==> config.mk <==
export PLATFORM = sky130hd
export DESIGN_NAME = csv_field_tokenizer_core
export DESIGN_NICKNAME = d
export VERILOG_FILES = /design/src/csvt_pkg.sv /design/src/csvt_in_stage.sv /design/src/csvt_parser.sv /design/src/csvt_out_stage.sv /design/src/csv_field_tokenizer_core.sv
export SDC_FILE = /design/constraint.sdc
export NUM_CORES = 1
export LEC_CHECK = 0
export ABC_AREA = 1
export BUFFER_PORTS_ARGS = -buffer_cell sky130_fd_sc_hd__buf_2
export CAP_MARGIN = 15
export CORE_MARGIN = 10
export CORE_UTILIZATION = 30
export CTS_BUF_LIST = sky130_fd_sc_hd__clkbuf_16
export DETAILED_ROUTE_END_ITERATION = 8
export PLACE_DENSITY_LB_ADDON = 0.25
export SETUP_SLACK_MARGIN = 0.15
export SYNTH_ARGS = -nofsm -noshare
export SYNTH_HDL_FRONTEND = slang
export SYNTH_SLANG_ARGS = --single-unit
==> constraint.sdc <==
create_clock -name clk -period 5.1 [get_ports clk]
set_clock_uncertainty 0.05 [all_clocks]
set_input_delay 1.02 -clock clk [delete_from_list [all_inputs] [get_ports clk]]
set_output_delay 1.02 -clock clk [all_outputs]
set_load 0.005 [all_outputs]
==> src/csvt_pkg.sv <==
// ----------------------------------------------------------------------------
// csvt_pkg
// Shared types and codes of the CSV field tokenizer.
// ----------------------------------------------------------------------------
`default_nettype none

package csvt_pkg;

  localparam logic [7:0] QUOTE_CHAR      = 8'h22;
  localparam logic [7:0] NEWLINE_CHAR    = 8'h0A;
  localparam logic [7:0] SEPARATOR_RESET = 8'h2C;

  localparam logic OP_BYTE = 1'b0;
  localparam logic OP_END  = 1'b1;

  localparam logic [2:0] KIND_CONTENT   = 3'd0;
  localparam logic [2:0] KIND_FIELD_END = 3'd1;
  localparam logic [2:0] KIND_ROW_END   = 3'd2;
  localparam logic [2:0] KIND_DONE      = 3'd3;
  localparam logic [2:0] KIND_ERROR     = 3'd4;

  localparam logic [2:0] ERR_NONE       = 3'd0;
  localparam logic [2:0] ERR_BAD_QUOTE  = 3'd1;
  localparam logic [2:0] ERR_COLUMNS    = 3'd2;
  localparam logic [2:0] ERR_TOO_LONG   = 3'd3;
  localparam logic [2:0] ERR_OPEN_QUOTE = 3'd4;

  typedef struct packed {
    logic       op;
    logic [7:0] data_byte;
  } item_t;

  typedef struct packed {
    logic [2:0]  kind;
    logic [7:0]  content_byte;
    logic [7:0]  column_index;
    logic [31:0] row_index;
    logic [2:0]  fault_code;
    logic        closed_partial_row;
  } result_t;

endpackage

`default_nettype wire

==> src/csvt_in_stage.sv <==
// ----------------------------------------------------------------------------
// csvt_in_stage
// Input register: holds one item until the parser takes it.
// ----------------------------------------------------------------------------
`default_nettype none

module csvt_in_stage (
  input  wire logic            clk,
  input  wire logic            rst,
  input  wire logic            in_valid,
  output logic                 in_stall,
  input  wire csvt_pkg::item_t in_item,
  input  wire logic            take,
  output logic                 held_valid,
  output csvt_pkg::item_t      held_item
);

  assign in_stall = held_valid && !take;

  always_ff @(posedge clk) begin
    if (rst) begin
      held_valid <= 1'b0;
    end else if (!in_stall) begin
      held_valid <= in_valid;
    end
  end

  always_ff @(posedge clk) begin
    if (in_valid && !in_stall) begin
      held_item <= in_item;
    end
  end

endmodule

`default_nettype wire

==> src/csvt_parser.sv <==
// ----------------------------------------------------------------------------
// csvt_parser
// Tokenizer state and the one-item step: mode, column and token counters,
// row count and the separator register.
// ----------------------------------------------------------------------------
`default_nettype none

module csvt_parser #(
  parameter int MAX_TOKEN_BYTES = 65536,
  parameter int MAX_COLUMNS     = 255
) (
  input  wire logic            clk,
  input  wire logic            rst,
  input  wire logic            cfg_wr_en,
  input  wire logic [7:0]      cfg_wr_data,
  input  wire logic            step,
  input  wire csvt_pkg::item_t item,
  output logic                 res_valid,
  output csvt_pkg::result_t    res
);

  localparam int CW = $clog2(MAX_COLUMNS + 1);
  localparam int TW = $clog2(MAX_TOKEN_BYTES + 1);
  localparam logic [CW-1:0] COL_LIMIT = CW'(MAX_COLUMNS);
  localparam logic [TW-1:0] TOK_LIMIT = TW'(MAX_TOKEN_BYTES);

  typedef enum logic [2:0] {
    M_START, M_PLAIN, M_QUOTED, M_CLOSED, M_ERROR, M_DONE
  } mode_t;

  mode_t       mode, mode_next;
  logic [7:0]  separator;
  logic [CW-1:0] column_count, column_count_next;
  logic [CW-1:0] expected_columns, expected_columns_next;
  logic        first_row_pending, first_row_pending_next;
  logic [TW-1:0] token_length, token_length_next;
  logic [31:0] row_count, row_count_next;
  logic        row_has_data, row_has_data_next;

  logic [CW:0]   col_inc;
  logic [CW-1:0] limit;
  logic          field_ok;
  logic          row_ok;
  logic          is_sep;
  logic          is_nl;
  logic          is_quote;
  logic [7:0]    col8;

  assign col_inc  = {1'b0, column_count} + 1'b1;
  assign limit    = first_row_pending ? COL_LIMIT : expected_columns;
  assign field_ok = col_inc < {1'b0, limit};
  assign row_ok   = first_row_pending || (col_inc == {1'b0, expected_columns});
  assign is_sep   = item.data_byte == separator;
  assign is_nl    = item.data_byte == csvt_pkg::NEWLINE_CHAR;
  assign is_quote = item.data_byte == csvt_pkg::QUOTE_CHAR;
  assign col8     = 8'(column_count);

  always_comb begin
    mode_next              = mode;
    column_count_next      = column_count;
    expected_columns_next  = expected_columns;
    first_row_pending_next = first_row_pending;
    token_length_next      = token_length;
    row_count_next         = row_count;
    row_has_data_next      = row_has_data;
    res_valid              = 1'b0;
    res.kind               = csvt_pkg::KIND_ERROR;
    res.content_byte       = 8'd0;
    res.column_index       = col8;
    res.row_index          = row_count;
    res.fault_code         = csvt_pkg::ERR_NONE;
    res.closed_partial_row = 1'b0;

    if (mode != M_ERROR && mode != M_DONE) begin
      if (item.op == csvt_pkg::OP_END) begin
        res_valid = 1'b1;
        if (mode == M_QUOTED) begin
          mode_next      = M_ERROR;
          res.fault_code = csvt_pkg::ERR_OPEN_QUOTE;
        end else if (row_has_data && !row_ok) begin
          mode_next      = M_ERROR;
          res.fault_code = csvt_pkg::ERR_COLUMNS;
        end else begin
          mode_next              = M_DONE;
          res.kind               = csvt_pkg::KIND_DONE;
          res.column_index       = 8'd0;
          res.closed_partial_row = row_has_data;
          if (row_has_data) begin
            if (first_row_pending) begin
              expected_columns_next = col_inc[CW-1:0];
            end
            first_row_pending_next = 1'b0;
            row_count_next         = row_count + 32'd1;
            res.row_index          = row_count + 32'd1;
            column_count_next      = '0;
            token_length_next      = '0;
            row_has_data_next      = 1'b0;
          end
        end
      end else begin
        row_has_data_next = 1'b1;
        if (mode == M_START && is_quote) begin
          mode_next         = M_QUOTED;
          token_length_next = '0;
        end else if (mode == M_QUOTED) begin
          if (is_quote) begin
            mode_next = M_CLOSED;
          end else begin
            res_valid = 1'b1;
            if (token_length >= TOK_LIMIT) begin
              mode_next      = M_ERROR;
              res.fault_code = csvt_pkg::ERR_TOO_LONG;
            end else begin
              token_length_next = token_length + 1'b1;
              res.kind          = csvt_pkg::KIND_CONTENT;
              res.content_byte  = item.data_byte;
            end
          end
        end else if (is_sep) begin
          res_valid = 1'b1;
          if (!field_ok) begin
            mode_next      = M_ERROR;
            res.fault_code = csvt_pkg::ERR_COLUMNS;
          end else begin
            mode_next         = M_START;
            column_count_next = col_inc[CW-1:0];
            token_length_next = '0;
            res.kind          = csvt_pkg::KIND_FIELD_END;
          end
        end else if (is_nl) begin
          res_valid = 1'b1;
          if (!row_ok) begin
            mode_next      = M_ERROR;
            res.fault_code = csvt_pkg::ERR_COLUMNS;
          end else begin
            if (first_row_pending) begin
              expected_columns_next = col_inc[CW-1:0];
            end
            first_row_pending_next = 1'b0;
            row_count_next         = row_count + 32'd1;
            column_count_next      = '0;
            token_length_next      = '0;
            row_has_data_next      = 1'b0;
            mode_next              = M_START;
            res.kind               = csvt_pkg::KIND_ROW_END;
          end
        end else if (mode == M_CLOSED) begin
          res_valid      = 1'b1;
          mode_next      = M_ERROR;
          res.fault_code = csvt_pkg::ERR_BAD_QUOTE;
        end else begin
          // plain content; a field start restarts the length count
          res_valid = 1'b1;
          if (mode == M_PLAIN && token_length >= TOK_LIMIT) begin
            mode_next      = M_ERROR;
            res.fault_code = csvt_pkg::ERR_TOO_LONG;
          end else begin
            mode_next         = M_PLAIN;
            token_length_next = (mode == M_START) ? TW'(1) : token_length + 1'b1;
            res.kind          = csvt_pkg::KIND_CONTENT;
            res.content_byte  = item.data_byte;
          end
        end
      end
    end
  end

  always_ff @(posedge clk) begin
    if (rst) begin
      mode              <= M_START;
      separator         <= csvt_pkg::SEPARATOR_RESET;
      column_count      <= '0;
      expected_columns  <= '0;
      first_row_pending <= 1'b1;
      token_length      <= '0;
      row_count         <= '0;
      row_has_data      <= 1'b0;
    end else begin
      if (cfg_wr_en) begin
        separator <= cfg_wr_data;
      end
      if (step) begin
        mode              <= mode_next;
        column_count      <= column_count_next;
        expected_columns  <= expected_columns_next;
        first_row_pending <= first_row_pending_next;
        token_length      <= token_length_next;
        row_count         <= row_count_next;
        row_has_data      <= row_has_data_next;
      end
    end
  end

endmodule

`default_nettype wire

==> src/csvt_out_stage.sv <==
// ----------------------------------------------------------------------------
// csvt_out_stage
// Result register towards the output channel.
// ----------------------------------------------------------------------------
`default_nettype none

module csvt_out_stage (
  input  wire logic              clk,
  input  wire logic              rst,
  input  wire logic              load,
  input  wire csvt_pkg::result_t res,
  output logic                   out_valid,
  input  wire logic              out_stall,
  output csvt_pkg::result_t      out_res,
  output logic                   has_room
);

  assign has_room = !out_valid || !out_stall;

  always_ff @(posedge clk) begin
    if (rst) begin
      out_valid <= 1'b0;
    end else if (has_room) begin
      out_valid <= load;
    end
  end

  always_ff @(posedge clk) begin
    if (load && has_room) begin
      out_res <= res;
    end
  end

endmodule

`default_nettype wire

==> src/csv_field_tokenizer_core.sv <==
// ----------------------------------------------------------------------------
// csv_field_tokenizer_core
// Streaming CSV tokenizer: splits bytes into content, field and row events,
// checks quoting, token length and column count.
// ----------------------------------------------------------------------------
//  channel  | handshake            | payload
//  ---------+----------------------+------------------------------------------
//  in       | in_valid / in_stall  | op, data_byte
//  out      | out_valid / out_stall| kind, content_byte, column_index,
//           |                      | row_index, fault_code, closed_partial_row
//  config   | cfg_wr_en            | cfg_wr_data (separator)
//
// One item per cycle sustained unless the output stalls; path: input register,
// then result register. The step itself is one pass of the parser logic.
// Synchronous reset clears state and restores the separator to a comma.
// A stalled output holds the input register; an item that yields no result
// still moves through only when the result register has room.
// ----------------------------------------------------------------------------
`default_nettype none

module csv_field_tokenizer_core #(
  parameter int MAX_TOKEN_BYTES = 65536,
  parameter int MAX_COLUMNS     = 255
) (
  input  wire logic        clk,
  input  wire logic        rst,
  input  wire logic        cfg_wr_en,
  input  wire logic [7:0]  cfg_wr_data,
  input  wire logic        in_valid,
  output logic             in_stall,
  input  wire logic        op,
  input  wire logic [7:0]  data_byte,
  output logic             out_valid,
  input  wire logic        out_stall,
  output logic [2:0]       kind,
  output logic [7:0]       content_byte,
  output logic [7:0]       column_index,
  output logic [31:0]      row_index,
  output logic [2:0]       fault_code,
  output logic             closed_partial_row
);

  csvt_pkg::item_t   in_item;
  csvt_pkg::item_t   held_item;
  csvt_pkg::result_t res;
  csvt_pkg::result_t out_res;
  logic              held_valid;
  logic              has_room;
  logic              take;
  logic              res_valid;

  assign in_item.op        = op;
  assign in_item.data_byte = data_byte;
  assign take              = held_valid && has_room;

  csvt_in_stage u_in (
    .clk        (clk),
    .rst        (rst),
    .in_valid   (in_valid),
    .in_stall   (in_stall),
    .in_item    (in_item),
    .take       (take),
    .held_valid (held_valid),
    .held_item  (held_item)
  );

  csvt_parser #(
    .MAX_TOKEN_BYTES (MAX_TOKEN_BYTES),
    .MAX_COLUMNS     (MAX_COLUMNS)
  ) u_parser (
    .clk         (clk),
    .rst         (rst),
    .cfg_wr_en   (cfg_wr_en),
    .cfg_wr_data (cfg_wr_data),
    .step        (take),
    .item        (held_item),
    .res_valid   (res_valid),
    .res         (res)
  );

  csvt_out_stage u_out (
    .clk       (clk),
    .rst       (rst),
    .load      (take && res_valid),
    .res       (res),
    .out_valid (out_valid),
    .out_stall (out_stall),
    .out_res   (out_res),
    .has_room  (has_room)
  );

  assign kind               = out_res.kind;
  assign content_byte       = out_res.content_byte;
  assign column_index       = out_res.column_index;
  assign row_index          = out_res.row_index;
  assign fault_code         = out_res.fault_code;
  assign closed_partial_row = out_res.closed_partial_row;

endmodule

`default_nettype wire

==> run_results.csv <==
group,metric,value,unit
synth,synth_area,8050,sq um
hold_path,hold_start,"u_parser.separator[0]",
grt,grt_overflow_total,0,
pwr,p_int,2130,uW
critical_path,crit_arrival,3.48,ns
route,dr_total_vias,7103,
synth,synth_area_per_cell,7.34,sq um
critical_path,regToRegSetupSlack,1.93,ns
cells_and_area,fin_area,9330,sq um
synth,synth_edf_count,64,
sta,period_minus_slack,3.17,ns
hold_path,min_to,"u_parser.separator[0]",
sta,relSlewSlack,0.367,
floorplanning,start_util,0.307,
route,drtIter0Drc,483,
pwr,power_density,309,nW/um^2
placement,portBuffers,78,
clocking,insertion_delay,0.42,ns
grt,grt_max_degree,50,
hold_path,hold_class,"flip-flop to flip-flop",
cells_and_area,drive_above_1_share,0.124,
clocking,clk_pin_slew,0.06,ns
synth,yosysUniqueCellTypes,44,
clocking,clockBufferDepth,2,
route,dr.pass1.iters,5,
synth,yosysSeqAreaShare,0.438,
floorplanning,die_area,33800,sq um
grt,track_usage,0.130,
sta,rsz0062_at_grt,"false",
clocking,hold_buffers,0,
status,outcome,"finished, final reports clean",
cells_and_area,fin_nets,1201,
clocking,numCtsBuffers,17,
synth,syn_inst,1097,
placement,gp_congestion,0.889,
floorplanning,fp-row-count,59,
route,wl,21700,um
placement,dp_cells,1484,
pwr,power.share.combinational,0.101,
synth,synth_top_cell_by_area,"edfxtp_1",
synth,ys_ff_latch,144,
pwr,p_clk_frac,0.441,
hold_path,holdPathStages,2,
grt,grt_pass1_wl,35400,um
sta,setup_tns,0,ns
grt,grt_pass1_vias,6794,
grt,antenna_found_initial,0,
critical_path,ff2ff_path_depth,16,
sta,final_max_slew_viol_count,0,
placement,placed_area,8730,sq um
pwr,switchingPower,749,uW
critical_path,end_kind,"flip-flop",
route,drt-wirelength-per-cell,14.3,um
floorplanning,die_h,184,um
cells_and_area,final_cells,1516,
pwr,p_seq_frac,0.457,
synth,yosysTopAreaCellShare,0.239,
critical_path,worstSetupPathType,"flip-flop to flip-flop",
clocking,cts_resized,0,
cells_and_area,postLayoutCoreUtil,0.356,
clocking,cts_max_level,4,
clocking,cts_root_buffer,"clkbuf_16",
pwr,power_leakage,0.00394,uW
floorplanning,die_x,184,um
cells_and_area,area_delta_synth_final,15.9,%
route,avgViaCountPerCell,4.69,
sta,setup_viol,0,
job,maxCapViolCount,0,
pwr,switching_share,0.260,
critical_path,required,5.40,ns
critical_path,critPathLaunchType,"flip-flop",
sta,fmax,315,MHz
critical_path,cp_max_fo,30,
sta,worstMarginPinSlew,0.948,ns
synth,syn_nets,1130,
clocking,post_cts_buffers,0,
clocking,cts_tree,"yes",
clocking,clock_sinks,144,
synth,synth_common_cells,"252 x nand2_1, 172 x nor2_1, 138 x inv_1, 80 x dfxtp_1, 75 x nand3_1",
cells_and_area,diodes,0,
critical_path,reg2reg_to,"u_parser.expected_columns[7]",
sta,finalCritPeriodShare,0.622,
synth,yosys_warnings,0,
synth,synth_flop_cell,"dfxtp_1",
route,drc,0,
cells_and_area,nFillCells,2755,
placement,dp_hpwl,15800,um
synth,synthTopCellsByArea,"edfxtp_1 24%, dfxtp_1 20%, nand2_1 12%, nor2_1 8.0%, inv_1 6.4%",
synth,synth-async-reset-ratio,0,
synth,synth.most_common_cell,"nand2_1",
floorplanning,pin_count,79,
route,ant_nets,0,
floorplanning,core_area,26200,sq um
critical_path,r2r-start,"u_parser.col8[0]",
pwr,ir_drop,0.191,mV
sta,hold_violations,0,
==> metal layers <==
metal	vias to the layer above	routed length (um)	GRT usage
met4	0	210	0.0311
met5	-	0	0
li1	3696	-	-
met2	143	10400	0.217
met3	9	975	0.0296
met1	3255	10200	0.167
==> state kept, by name, indices dropped and copies added, names as in the netlist <==
name and cells:
u_parser.separator 8, u_out.out_valid 1, u_parser.token_length 17, u_parser.col8 8, u_parser.row_count 32, u_in.held_valid 1, u_parser.row_has_data 1, u_parser.expected_columns 8
u_in.held_item 9, u_out.out_res 55, u_parser.mode 3, u_parser.first_row_pending 1
==> worst max-delay path by stage <==
stage | start | endpoint | slack, ns | cells past startpoint
after floorplan | out_stall | u_out.out_res[0] | 0.70 | 5
after global placement | out_stall | u_out.out_res[11] | 1.85 | 7
after detailed placement | out_stall | u_out.out_res[11] | 1.78 | 7
after CTS | u_parser.col8[0] | u_parser.expected_columns[7] | 1.91 | 16
after global routing | u_parser.col8[0] | u_parser.expected_columns[2] | 1.61 | 16
final | u_parser.col8[0] | u_parser.expected_columns[7] | 1.93 | 16
==> worst max-delay path, stage by stage (launching register included) <==
cell and delay [ns]:
dfxtp_1 0.48, ha_1 0.28, nand2_1 0.11, inv_1 0.13
nand3_1 0.08, nand2_1 0.12, nor2_1 0.06, nor2_2 0.14
nand3_4 0.13, nand3_1 0.11, nand3_1 0.12, nor2_4 0.49
buf_4 0.41, nand2_2 0.12, nand2_1 0.10, nand2_1 0.05
nor2_1 0.10
==> per-stage QoR <==
| step | hold WS [ns] | setup WS [ns] | total power, uW |
|---|---|---|---|
| after CTS | 0.431 | 1.91 | 2920 |
| after global placement | 0.417 | 1.85 | 1640 |
| after detailed placement | 0.422 | 1.78 | 1640 |
| after global routing | 0.457 | 1.61 | 3020 |
| after floorplan | 0.394 | 0.702 | 1530 |
| final | 0.426 | 1.93 | 2880 |
==> cell families (layout without fill, tap and decap cells) <==
| logic type | after synthesis | count (layout) | share of synthesized area |
|---|---|---|---|
| simple gates | 583 | 583 | 0.314 |
| buf+inv | 175 | 259 | 0.0892 |
| flops | 144 | 144 | 0.438 |
| compound gates | 139 | 139 | 0.0931 |
| xor+xnor | 45 | 45 | 0.0490 |
| fa+ha+maj | 11 | 11 | 0.0171 |
==> power by group through the flow <==
stage / Clock [uW] / Sequential, uW / Combinational (uW)
floorplan: 0 / 1330 / 203
global placement: 0 / 1340 / 292
detailed placement: 0 / 1340 / 295
CTS: 1300 / 1320 / 297
global route: 1360 / 1330 / 333
finish: 1270 / 1320 / 292
==> area by class of cell <==
| type | count | area, sq um | share of cell area |
|---|---|---|---|
| clock buffer | 17 | 425 | 0.0456 |
| timing repair buffer | 83 | 428 | 0.0459 |
| multi-input combinational | 778 | 3820 | 0.410 |
| inverter | 144 | 541 | 0.0579 |
| clock inverter | 15 | 170 | 0.0182 |
| tap | 335 | 419 | 0.0449 |
| sequential | 144 | 3520 | 0.378 |
==> layout by cell type (no fill, tap or decap), types with 21 or more instances in the layout <==
| master | instances |
|---|---|
| nand2_1 | 252 |
| nor2_1 | 170 |
| inv_1 | 140 |
| dfxtp_1 | 80 |
| buf_2 | 78 |
| nand3_1 | 75 |
| edfxtp_1 | 64 |
| o21ai_0 | 56 |
| a21oi_1 | 47 |
| xor2_1 | 37 |
| nor3_1 | 27 |
| nand4_1 | 21 |
No activity file was read; power rests on OpenSTA's default activity.
